==> src/rtl/core/sha256_pkg.sv <==
// SHA-256 package: sequencer state type, round constants, initial hash values
// and the round and schedule mixing functions.
// No dependencies.
package sha256_pkg;

  typedef enum logic [2:0] {
    ST_IDLE,
    ST_PAD,
    ST_ROUND,
    ST_FOLD,
    ST_DONE
  } state_t;

  localparam logic [7:0] PAD_MARK     = 8'h80;
  localparam logic [5:0] LEN_POS      = 6'd56;
  localparam logic [5:0] LAST_SLOT    = 6'd63;
  localparam logic [5:0] LAST_ROUND   = 6'd63;
  localparam logic [3:0] LEN_BYTES    = 4'd8;
  localparam logic [2:0] LAST_WORD_IX = 3'd7;

  localparam logic [31:0] IV [8] = '{
    32'h6a09e667, 32'hbb67ae85, 32'h3c6ef372, 32'ha54ff53a,
    32'h510e527f, 32'h9b05688c, 32'h1f83d9ab, 32'h5be0cd19
  };

  localparam logic [31:0] K [64] = '{
    32'h428a2f98, 32'h71374491, 32'hb5c0fbcf, 32'he9b5dba5,
    32'h3956c25b, 32'h59f111f1, 32'h923f82a4, 32'hab1c5ed5,
    32'hd807aa98, 32'h12835b01, 32'h243185be, 32'h550c7dc3,
    32'h72be5d74, 32'h80deb1fe, 32'h9bdc06a7, 32'hc19bf174,
    32'he49b69c1, 32'hefbe4786, 32'h0fc19dc6, 32'h240ca1cc,
    32'h2de92c6f, 32'h4a7484aa, 32'h5cb0a9dc, 32'h76f988da,
    32'h983e5152, 32'ha831c66d, 32'hb00327c8, 32'hbf597fc7,
    32'hc6e00bf3, 32'hd5a79147, 32'h06ca6351, 32'h14292967,
    32'h27b70a85, 32'h2e1b2138, 32'h4d2c6dfc, 32'h53380d13,
    32'h650a7354, 32'h766a0abb, 32'h81c2c92e, 32'h92722c85,
    32'ha2bfe8a1, 32'ha81a664b, 32'hc24b8b70, 32'hc76c51a3,
    32'hd192e819, 32'hd6990624, 32'hf40e3585, 32'h106aa070,
    32'h19a4c116, 32'h1e376c08, 32'h2748774c, 32'h34b0bcb5,
    32'h391c0cb3, 32'h4ed8aa4a, 32'h5b9cca4f, 32'h682e6ff3,
    32'h748f82ee, 32'h78a5636f, 32'h84c87814, 32'h8cc70208,
    32'h90befffa, 32'ha4506ceb, 32'hbef9a3f7, 32'hc67178f2
  };

  function automatic logic [31:0] big0(input logic [31:0] x);
    return {x[1:0], x[31:2]} ^ {x[12:0], x[31:13]} ^ {x[21:0], x[31:22]};
  endfunction

  function automatic logic [31:0] big1(input logic [31:0] x);
    return {x[5:0], x[31:6]} ^ {x[10:0], x[31:11]} ^ {x[24:0], x[31:25]};
  endfunction

  function automatic logic [31:0] small0(input logic [31:0] x);
    return {x[6:0], x[31:7]} ^ {x[17:0], x[31:18]} ^ {3'b000, x[31:3]};
  endfunction

  function automatic logic [31:0] small1(input logic [31:0] x);
    return {x[16:0], x[31:17]} ^ {x[18:0], x[31:19]} ^ {10'b0, x[31:10]};
  endfunction

  function automatic logic [31:0] choose(input logic [31:0] e, input logic [31:0] f,
                                         input logic [31:0] g);
    return (e & f) ^ (~e & g);
  endfunction

  function automatic logic [31:0] major(input logic [31:0] a, input logic [31:0] b,
                                        input logic [31:0] c);
    return (a & b) ^ (a & c) ^ (b & c);
  endfunction

endpackage

==> src/rtl/core/sha256_stream_if.sv <==
// Valid/ready channel interfaces for the SHA-256 hasher: message beats in,
// digest words out. No dependencies.
interface sha256_msg_if;
  logic       valid;
  logic       ready;
  logic       kind;
  logic [7:0] data_byte;

  modport source (output valid, output kind, output data_byte, input ready);
  modport sink   (input valid, input kind, input data_byte, output ready);
endinterface

interface sha256_digest_if;
  logic        valid;
  logic        ready;
  logic [31:0] digest_word;
  logic [2:0]  word_index;
  logic        last_word;

  modport source (output valid, output digest_word, output word_index, output last_word,
                  input ready);
  modport sink   (input valid, input digest_word, input word_index, input last_word,
                  output ready);
endinterface

==> src/rtl/core/sha256_byte_stream_hasher.sv <==
// SHA-256 over a byte stream: block window, one-round-per-cycle compression
// sequencer, padding and digest output buffer.
// Depends on sha256_pkg and the channel interfaces in sha256_stream_if.sv.
//
//  channel  dir  payload                               beat meaning
//  msg      in   kind, data_byte                       one byte, or finish (kind=1)
//  digest   out  digest_word, word_index, last_word    one digest word, index 0 first
//
// A data beat shifts one byte into the block window; the beat that completes a
// 64-byte block also runs 64 rounds through the single round unit, then a fold.
// A finish beat pushes 9 to 72 padding bytes at one per cycle, runs one or two
// compressions, and loads the output buffer once it is free. The eight digest
// beats drain from that buffer while new bytes are taken.
// Synchronous reset; no clearing pass. A stalled digest holds only a new finish.
module sha256_byte_stream_hasher (
  input logic             clk,
  input logic             rst,
  sha256_msg_if.sink      msg,
  sha256_digest_if.source digest
);
  import sha256_pkg::*;

  state_t state, state_next;

  logic [31:0]  chain [8];
  logic [31:0]  v [8];
  logic [511:0] win;
  logic [5:0]   fill;
  logic [63:0]  total;
  logic [5:0]   rnd;
  logic         finishing;
  logic         sent_mark;
  logic [3:0]   len_cnt;
  logic [31:0]  out_words [8];
  logic         out_busy;
  logic [2:0]   out_idx;

  logic         msg_acc, out_acc;
  logic         push_en;
  logic [7:0]   push_byte;
  logic         len_push;
  logic [31:0]  w_t, w_new, t1, t2;

  assign msg_acc = msg.valid && msg.ready;
  assign out_acc = digest.valid && digest.ready;

  assign msg.ready          = (state == ST_IDLE);
  assign digest.valid       = out_busy;
  assign digest.digest_word = out_words[0];
  assign digest.word_index  = out_idx;
  assign digest.last_word   = (out_idx == LAST_WORD_IX);

  // round unit and schedule; window word 0 (top) is W[t]
  assign w_t   = win[511:480];
  assign w_new = small1(win[63:32]) + win[223:192] + small0(win[479:448]) + w_t;
  assign t1    = v[7] + big1(v[4]) + choose(v[4], v[5], v[6]) + K[rnd] + w_t;
  assign t2    = big0(v[0]) + major(v[0], v[1], v[2]);

  always_comb begin
    state_next = state;
    push_en    = 1'b0;
    push_byte  = msg.data_byte;
    len_push   = 1'b0;
    unique case (state)
      ST_IDLE: begin
        if (msg_acc) begin
          if (msg.kind) begin
            state_next = ST_PAD;
          end else begin
            push_en = 1'b1;
            if (fill == LAST_SLOT) state_next = ST_ROUND;
          end
        end
      end
      ST_PAD: begin
        push_en = 1'b1;
        if (!sent_mark) begin
          push_byte = PAD_MARK;
        end else if (len_cnt == 4'd0 && fill != LEN_POS) begin
          push_byte = 8'h00;
        end else begin
          push_byte = total[63:56];
          len_push  = 1'b1;
        end
        if (fill == LAST_SLOT) state_next = ST_ROUND;
      end
      ST_ROUND: begin
        if (rnd == LAST_ROUND) state_next = ST_FOLD;
      end
      ST_FOLD: begin
        if (!finishing)              state_next = ST_IDLE;
        else if (len_cnt == LEN_BYTES) state_next = ST_DONE;
        else                         state_next = ST_PAD;
      end
      ST_DONE: begin
        if (!out_busy) state_next = ST_IDLE;
      end
      default: state_next = ST_IDLE;
    endcase
  end

  always_ff @(posedge clk) begin
    if (rst) state <= ST_IDLE;
    else     state <= state_next;
  end

  // payload datapath, no reset
  always_ff @(posedge clk) begin
    if (push_en) win <= {win[503:0], push_byte};
    if (push_en && fill == LAST_SLOT) begin
      for (int i = 0; i < 8; i++) v[i] <= chain[i];
    end
    if (state == ST_ROUND) begin
      win  <= {win[479:0], w_new};
      v[7] <= v[6];
      v[6] <= v[5];
      v[5] <= v[4];
      v[4] <= v[3] + t1;
      v[3] <= v[2];
      v[2] <= v[1];
      v[1] <= v[0];
      v[0] <= t1 + t2;
    end
    if (state == ST_DONE && !out_busy) begin
      for (int i = 0; i < 8; i++) out_words[i] <= chain[i];
    end else if (out_acc) begin
      for (int i = 0; i < 7; i++) out_words[i] <= out_words[i+1];
    end
  end

  // control and chaining state
  always_ff @(posedge clk) begin
    if (rst) begin
      for (int i = 0; i < 8; i++) chain[i] <= IV[i];
      fill      <= '0;
      total     <= '0;
      rnd       <= '0;
      finishing <= 1'b0;
      sent_mark <= 1'b0;
      len_cnt   <= '0;
      out_busy  <= 1'b0;
      out_idx   <= '0;
    end else begin
      if (push_en) fill <= fill + 6'd1;
      if (state == ST_IDLE && msg_acc) begin
        if (msg.kind) begin
          finishing <= 1'b1;
          total     <= {total[60:0], 3'b000};
        end else begin
          total <= total + 64'd1;
        end
      end
      if (state == ST_PAD) begin
        sent_mark <= 1'b1;
        if (len_push) begin
          total   <= {total[55:0], 8'h00};
          len_cnt <= len_cnt + 4'd1;
        end
      end
      if (state == ST_ROUND) rnd <= rnd + 6'd1;
      if (state == ST_FOLD) begin
        for (int i = 0; i < 8; i++) chain[i] <= chain[i] + v[i];
      end
      if (out_acc) begin
        out_idx <= out_idx + 3'd1;
        if (out_idx == LAST_WORD_IX) out_busy <= 1'b0;
      end
      if (state == ST_DONE && !out_busy) begin
        // hand digest to the output buffer and re-arm for the next message
        out_busy  <= 1'b1;
        out_idx   <= '0;
        for (int i = 0; i < 8; i++) chain[i] <= IV[i];
        fill      <= '0;
        total     <= '0;
        finishing <= 1'b0;
        sent_mark <= 1'b0;
        len_cnt   <= '0;
      end
    end
  end

  a_round_to_fold: assert property (@(posedge clk) disable iff (rst)
    (state == ST_ROUND && rnd == LAST_ROUND) |=> (state == ST_FOLD))
    else $error("round count did not end in fold");

  a_pad_only_finishing: assert property (@(posedge clk) disable iff (rst)
    (state == ST_PAD) |-> (finishing && len_cnt != LEN_BYTES))
    else $error("padding outside a finish or past the length bytes");

  a_done_loads_output: assert property (@(posedge clk) disable iff (rst)
    (state == ST_DONE && !out_busy) |=> (out_busy && out_idx == 3'd0 && state == ST_IDLE))
    else $error("digest not loaded into output buffer");

  a_fold_after_rounds: assert property (@(posedge clk) disable iff (rst)
    (state == ST_FOLD) |-> (rnd == 6'd0))
    else $error("fold with round counter not wrapped");

endmodule

==> src/flat_wrapper.sv <==
// flat-port wrapper written by rule: the top's interface ports become plain ports
module sha256_byte_stream_hasher_flat import sha256_pkg::*;
  (clk, rst, msg_valid, msg_kind, msg_data_byte, msg_ready, digest_valid, digest_digest_word, digest_word_index, digest_last_word, digest_ready);
  sha256_msg_if msg_i ();
  sha256_digest_if digest_i ();
  input logic clk;
  input logic rst;
  input wire logic [$bits(msg_i.valid)-1:0] msg_valid;
  input wire logic [$bits(msg_i.kind)-1:0] msg_kind;
  input wire logic [$bits(msg_i.data_byte)-1:0] msg_data_byte;
  output wire logic [$bits(msg_i.ready)-1:0] msg_ready;
  output wire logic [$bits(digest_i.valid)-1:0] digest_valid;
  output wire logic [$bits(digest_i.digest_word)-1:0] digest_digest_word;
  output wire logic [$bits(digest_i.word_index)-1:0] digest_word_index;
  output wire logic [$bits(digest_i.last_word)-1:0] digest_last_word;
  input wire logic [$bits(digest_i.ready)-1:0] digest_ready;
  assign msg_i.valid = msg_valid;
  assign msg_i.kind = msg_kind;
  assign msg_i.data_byte = msg_data_byte;
  assign msg_ready = msg_i.ready;
  assign digest_valid = digest_i.valid;
  assign digest_digest_word = digest_i.digest_word;
  assign digest_word_index = digest_i.word_index;
  assign digest_last_word = digest_i.last_word;
  assign digest_i.ready = digest_ready;
  sha256_byte_stream_hasher u_core (.clk(clk), .rst(rst), .msg(msg_i), .digest(digest_i));
endmodule
==> config.mk <==
export PLATFORM = sky130hd
export DESIGN_NAME = sha256_byte_stream_hasher_flat
export DESIGN_NICKNAME = d
export VERILOG_FILES = /design/src/rtl/core/sha256_pkg.sv /design/src/rtl/core/sha256_stream_if.sv /design/src/rtl/core/sha256_byte_stream_hasher.sv /design/src/flat_wrapper.sv
export SDC_FILE = /design/constraint.sdc
export NUM_CORES = 2
export LEC_CHECK = 0
export BUFFER_PORTS_ARGS = -buffer_cell sky130_fd_sc_hd__clkbuf_2
export CAP_MARGIN = 10
export CORE_ASPECT_RATIO = 1.1
export CORE_UTILIZATION = 30
export CTS_BUF_LIST = sky130_fd_sc_hd__clkbuf_4 sky130_fd_sc_hd__clkbuf_8
export DETAILED_ROUTE_END_ITERATION = 8
export GPL_TIMING_DRIVEN = 0
export PLACE_DENSITY = 0.5
export RECOVER_POWER = 100
export SETUP_SLACK_MARGIN = 0.02
export SYNTH_ARGS = -nofsm -noshare
export SYNTH_HDL_FRONTEND = slang
export SYNTH_SLANG_ARGS = --single-unit
==> constraint.sdc <==
create_clock -name clk -period 41.8 [get_ports clk]
set_input_delay 6.27 -clock clk [delete_from_list [all_inputs] [get_ports clk]]
set_output_delay 6.27 -clock clk [all_outputs]
set_load 0.05 [all_outputs]
# [After elaboration in Yosys (flattened, before gate mapping)]
# Memories as Yosys holds them, arrays and structs flattened.
# Index checks and enable logic that the tools add are counted.
[op_classes] n_eq_ne=12 mux=75 n_bitwise=49 reduce_logical=17 add_sub_neg=23 magnitude_cmp=1
[ops] operator="two-way mux 32 bit" count=33
[ops] operator="two-way mux 512 bit" count=2
[ops] operator="adder 32 bit" count=18
[ops] operator="XOR 32 bit" count=9
[ops] operator="two-way mux 64 bit" count=4
[ops] operator="bitwise AND 32 bit" count=5
[ops] operator="adder 64 x 1 -> 64 bit, second input constant" count=1
[ops] operator="inverter 32 bit" count=1
[ops] operator="XOR 32 x 22 -> 32 bit" count=1
[ops] operator="XOR 32 x 29 -> 32 bit" count=1
[ops] operator="OR 1 bit" count=31
[ops] operator="two-way mux 1 bit" count=24
[ops] operator="two-way mux 8 bit" count=3
[ops] operator="two-way mux 3 bit" count=7
[ops] operator="one-hot mux 3 bit (5 select lines)" count=1
[ops] operator="adder 6 x 1 -> 6 bit, second input constant" count=2
[ops] operator="equality test 6 bit, second input constant" count=2
[ops] operator=">= comparator 7 bit, second input constant" count=1
[ops] operator="inverter 6 -> 7 bit" count=1
[ops] operator="equality test 3 x 2 -> 1 bit, second input constant" count=2
[ops] operator="equality test 3 bit, second input constant" count=2
[ops] operator="logical AND 1 bit" count=6
[ops] operator="!= test 6 bit, second input constant" count=1
[ops] operator="AND reduction 2 bit" count=3
[ops] operator="13 further kinds" count=16
[word_totals] inputBits=13 mem_count=4 ramBits=768 word_cells=191 register_bits=601 output_inout_bits=38 rom_bits=2048
[mem_list] name="(no name shown)" depth=64 word_bits=32 rd=1 rd_clocked_by_memory_dff=0 wr=0 line_no="sha256_byte_stream_hasher.sv:56" rtl="assign t1 = v[7] + big1(v[4]) + choose(v[4], v[5], v[6]) + K[rnd] + w_t;"
[mem_list] name="u_core.chain" depth=8 word_bits=32 rd=8 rd_clocked_by_memory_dff=0 wr=8 line_no="sha256_byte_stream_hasher.sv:25" rtl="logic [31:0] chain [8];"
[mem_list] name="u_core.out_words" depth=8 word_bits=32 rd=8 rd_clocked_by_memory_dff=0 wr=8 line_no="sha256_byte_stream_hasher.sv:34" rtl="logic [31:0] out_words [8];"
[mem_list] name="u_core.v" depth=8 word_bits=32 rd=8 rd_clocked_by_memory_dff=0 wr=8 line_no="sha256_byte_stream_hasher.sv:26" rtl="logic [31:0] v [8];"

# [Depth between registers and ports, before layout]
[depth] depth_word=8 ltp_mapped=39 depth_no_buf=37

# [Least setup slack after synthesis]
# OpenSTA, ideal clock, no wires.
[synth_path] path_type="input to register" from="input msg_valid" to="memory u_core.v[0][0] (enable)" required_time_ns=40.573 path_buffers=1 setup_ns=1.227 path_slack_ns=15.845 arrival_time_ns=24.727 stages=5 cell_sequence="nand2_1 > clkbuf_1 > nor2_1 > nor2_1 > o21ai_0"
[synth_lines] element="from (decl)" line_no="flat_wrapper.sv:8" rtl="input wire logic [$bits(msg_i.valid)-1:0] msg_valid;"
[synth_lines] element="to (decl)" line_no="sha256_byte_stream_hasher.sv:26"

# [Worst setup path in the final report]
[layout_path] from="input msg_valid" to="register u_core.win[350] (enable)"
[layout_via] elab_chain_len=4
[layout_lines] element="logical AND 1 bit" line_no="sha256_byte_stream_hasher.sv:44" rtl="assign msg_acc = msg.valid && msg.ready;"
[layout_lines] element="two-way mux 1 bit" line_no="sha256_byte_stream_hasher.sv:66" rtl="if (msg_acc) begin"
[layout_lines] element="one-hot mux 1 bit (2 select lines)" line_no="sha256_byte_stream_hasher.sv:64" rtl="unique case (state)"
[layout_lines] element="nonzero test 2 bit (no source line)"
[layout_lines] element="to (signal assigned)" line_no="sha256_byte_stream_hasher.sv:109" rtl="if (push_en) win <= {win[503:0], push_byte};"
[layout_lines] element="to (signal assigned)" line_no="sha256_byte_stream_hasher.sv:114" rtl="win <= {win[479:0], w_new};"
[layout_lines] element="to (decl)" line_no="sha256_byte_stream_hasher.sv:27" rtl="logic [511:0] win;"
# No other way between the ends.
# A chain may end at the register's enable or synchronous reset.

==> run metrics <==
internal power=2.62 mW; delay-heaviest family, CP=buffers and inverters; post-route ant nets=0; reg2reg path depth=12; fmax=0.0525 GHz; worst slew pin tran=3.97 ns; CTS tree=yes; Post-synth EDFFs=1152; clock network power share=0.366; MaxCap Viol Count=31; worst setup margin=around 23 ns; Setup violations, final=0; Synth Area in Simple Gates=0.170; CTS H-tree lvls=5; post-DR vias/cell=roughly 5.2; # Post-CTS Setup Buffers=0; num ports=51; adder-cell area share of the yosys netlist=0.108; mean post-synth cell area=9.51 um^2; cells along the critical path=clkbuf_1, nand2_1, clkbuf_1, nor2_1, nor2_1, nand2_1, clkbuf_1, clkbuf_1, clkbuf_1, clkbuf_1; Place WS=30.16 ns; NetSw=around 1.2 mW; root buffer cell=clkbuf_8; DRT Pass-1 Iters=6; Worst VDD drop=0.0307 mV; Worst slew margin=-1.65; num rows=a little over 200; Worst Setup End Kind=register; Via Count=68470; Tcrit/Tclk final=0.456; Arr. time, crit path=19.47 ns; Crit Path Category=input port to register; Cells after Synth=8919; clock sink total=roughly 1400; total gr overflow=0; initial core utilization=0.302; min Tclk post-route=19.05 ns; PwrDens=around 40 mW/mm^2; Post-Syn Area=0.0848 mm^2; wire per inst=24.7 um; post-synthesis mux area share=0.0368; Area growth syn-to-layout=12.4%; WL final=326000 um; Sw Ratio=0.314; Worst-path clk slew=about 0.050 ns; Iter 0 DRT Violations=roughly 6300; Fin. Hold Viols=0; Final Max Slew Viols=1162; vias in the first global route=just under 70000; XOR/XNOR Fraction of Synth Area=0.0578; WHS=about 0.48 ns; Netlist cell types=92; initial antenna violation count=15; detailed placement HPWL=251000 um; failing checks=capacitance limit, slew limit; Die Wd=between 500 and 600 um; Mapped Nets=9525; setup repair after global routing missed its margin=no; CP Buf/Inv Count=6; Nets=9900; CP max FO=67; crit path launch type=input port; Bufs on Longest Clock Path=4; worst skew pair latency=1.00 ns; # DRC=0; sequential fraction of the synthesis area=0.459; status=finished, violations left; cell count along the critical path=10; Num CTS Buffers=between 200 and 300; cell mode on critical path=clkbuf_1; layout cells sized above 1=0.0730; compound-gate portion of the synthesized area=0.129; Hold Crit Depth=0; GRT Total Usage=0.223; Tot Pwr=3.83 mW; Worst path max stage delay=between 2 and 3 ns; LEAKAGE=37.0 nW; Req. time, crit path=42.22 ns; Hold WC Path Type=register to register; final core utilization=0.339; Core Region=0.281 mm^2; Async SR Flop Fraction=0; flops & latches, synth=1369; Combinational Power Share=0.220; Worst Skew=0.0916 ns; pin count of the biggest net entering global routing=71; port buffer count=50; CTS Hold Bufs=0; global-route wire length before repair=467000 um; die area=~0.28 mm^2; sequential fraction of design power=0.414; largest family of logic cells by synthesized area=simple AND/OR/NAND/NOR gates; ys flop type=edfxtp_1; warnings from Yosys=0; Die Span Y=560 um; RD Place Congestion=0.964; setup TNS=0 ns; Post-CTS Resized=0; critical path's slowest cell=clkbuf_1
==> registers in the layout, summed over array words and instances, names as in the netlist, 3 cells and up <==
name / cells
u_core.fill: 6
u_core.digest.word_index: 3
u_core.out_words: 256
u_core.chain: 256
u_core.rnd: 6
u_core.len_cnt: 4
u_core.win: 512
u_core.total: 64
u_core.state: 3
u_core.v: 256
==> cell type report <==
class | count | area [um^2]
Sequential cell | 1369 | 38900
Fill cell | 28985 | 186000
Multi-Input combinational cell | 6695 | 42500
Clock buffer | 367 | 4530
Inverter | 302 | 1130
Tap cell | 3708 | 4640
Antenna cell | 12 | 30.0
Timing Repair Buffer | 105 | 549
Clock inverter | 97 | 768
Buffer | 553 | 2210
==> final timing paths <==
check / start / end / slack, ns
worst min-delay path: u_core.chain[0][240]$_SDFFE_PP0P_ / u_core.out_words[1][112]$_DFFE_PP_ / 0.48
worst max-delay path: msg_valid / u_core.win[350]$_DFFE_PP_ / 22.75
worst min register to register: u_core.chain[0][240]$_SDFFE_PP0P_ / u_core.out_words[1][112]$_DFFE_PP_ / 0.48
worst max register to register: u_core.state[2]$_SDFFE_PP0P_ / u_core.win[350]$_DFFE_PP_ / 24.87
==> layer usage <==
metal	part of all wire	vias up	global-route usage
li1	-	31906	-
met1	0.42	33215	0.282
met2	0.46	2635	0.365
met3	0.065	704	0.0379
met4	0.055	10	0.112
met5	0.00018	-	0
==> cells in the final DEF (no fill, tap or decap), types with 32 or more instances in the layout <==
| master | instances |
|---|---|
| nand4_1 | 39 |
| clkbuf_4 | 83 |
| ha_1 | 398 |
| and3_1 | 60 |
| xnor2_1 | 384 |
| o211ai_1 | 86 |
| o21bai_1 | 49 |
| clkbuf_8 | 284 |
| o21ai_1 | 71 |
| nand2_1 | 2547 |
| fa_1 | 195 |
| inv_1 | 299 |
| nor2_1 | 359 |
| nor3_1 | 107 |
| nand2b_1 | 67 |
| o21a_1 | 70 |
| a31oi_1 | 76 |
| edfxtp_1 | 1152 |
| xor2_1 | 176 |
| a211oi_1 | 66 |
| nand3_1 | 127 |
| mux2i_1 | 43 |
| a21o_1 | 179 |
| clkbuf_1 | 576 |
| a21oi_1 | 496 |
| buf_4 | 37 |
| mux2_1 | 73 |
| clkinv_2 | 37 |
| nor2b_1 | 42 |
| o21ai_0 | 354 |
| clkinv_1 | 32 |
| dfxtp_1 | 217 |
| mux2_2 | 164 |
==> Yosys cell counts, drive strengths merged, types with 49 or more instances <==
library cell  instances  area share
nand2              2547        0.11
edfxtp             1152        0.41
a21oi               497       0.029
clkbuf              484       0.021
o21ai               425       0.025
ha                  398       0.059
xnor2               384       0.040
nor2                359       0.016
inv                 302       0.013
mux2                237       0.031
dfxtp               217       0.051
fa                  195       0.046
a21o                179       0.016
xor2                176       0.018
nand3               127      0.0075
nor3                108      0.0064
o211ai               86      0.0076
a31oi                76      0.0056
o21a                 70      0.0062
buf                  69      0.0045
nand2b               67      0.0049
a211oi               66      0.0058
and3                 60      0.0044
o21bai               49      0.0043
==> power groups by stage <==
stage | combinational [mW] | clock, mW | sequential, mW
detailed placement | 0.828 | 0 | 1.61
global placement | 0.816 | 0 | 1.65
global route | 0.926 | 1.49 | 1.59
finish | 0.842 | 1.40 | 1.58
floorplan | 0.596 | 0 | 1.61
CTS | 0.836 | 1.44 | 1.58
==> stage by stage <==
stage | instance area, um^2 | std cells
after floorplan | 84800 | 8919
after global routing | 95300 | 13200
after detailed placement | 90800 | 12731
final | 95300 | 13208
after CTS | 96100 | 13195
after global placement | 89700 | 12677
==> cell families (layout without fill, tap and decap cells) <==
group,after synthesis,in the layout
other cells,0,12
mux,281,281
fa+ha+maj,617,617
simple gates,3501,3501
compound gates,1736,1736
flops,1369,1369
buf+inv,855,1424
xor+xnor,560,560
==> worst register-to-register path: stages (launching register included) <==
cell and delay [ns]:
dfxtp_1 0.29, clkbuf_1 0.18, or3_1 0.41, clkbuf_1 0.76
clkbuf_1 0.63, clkbuf_1 0.61, clkbuf_1 0.80, clkbuf_1 0.76
nand2_1 2.13, clkbuf_1 2.60, clkbuf_1 2.34, clkbuf_1 2.15
clkbuf_1 2.70
(Power assumes the default switching activity.)
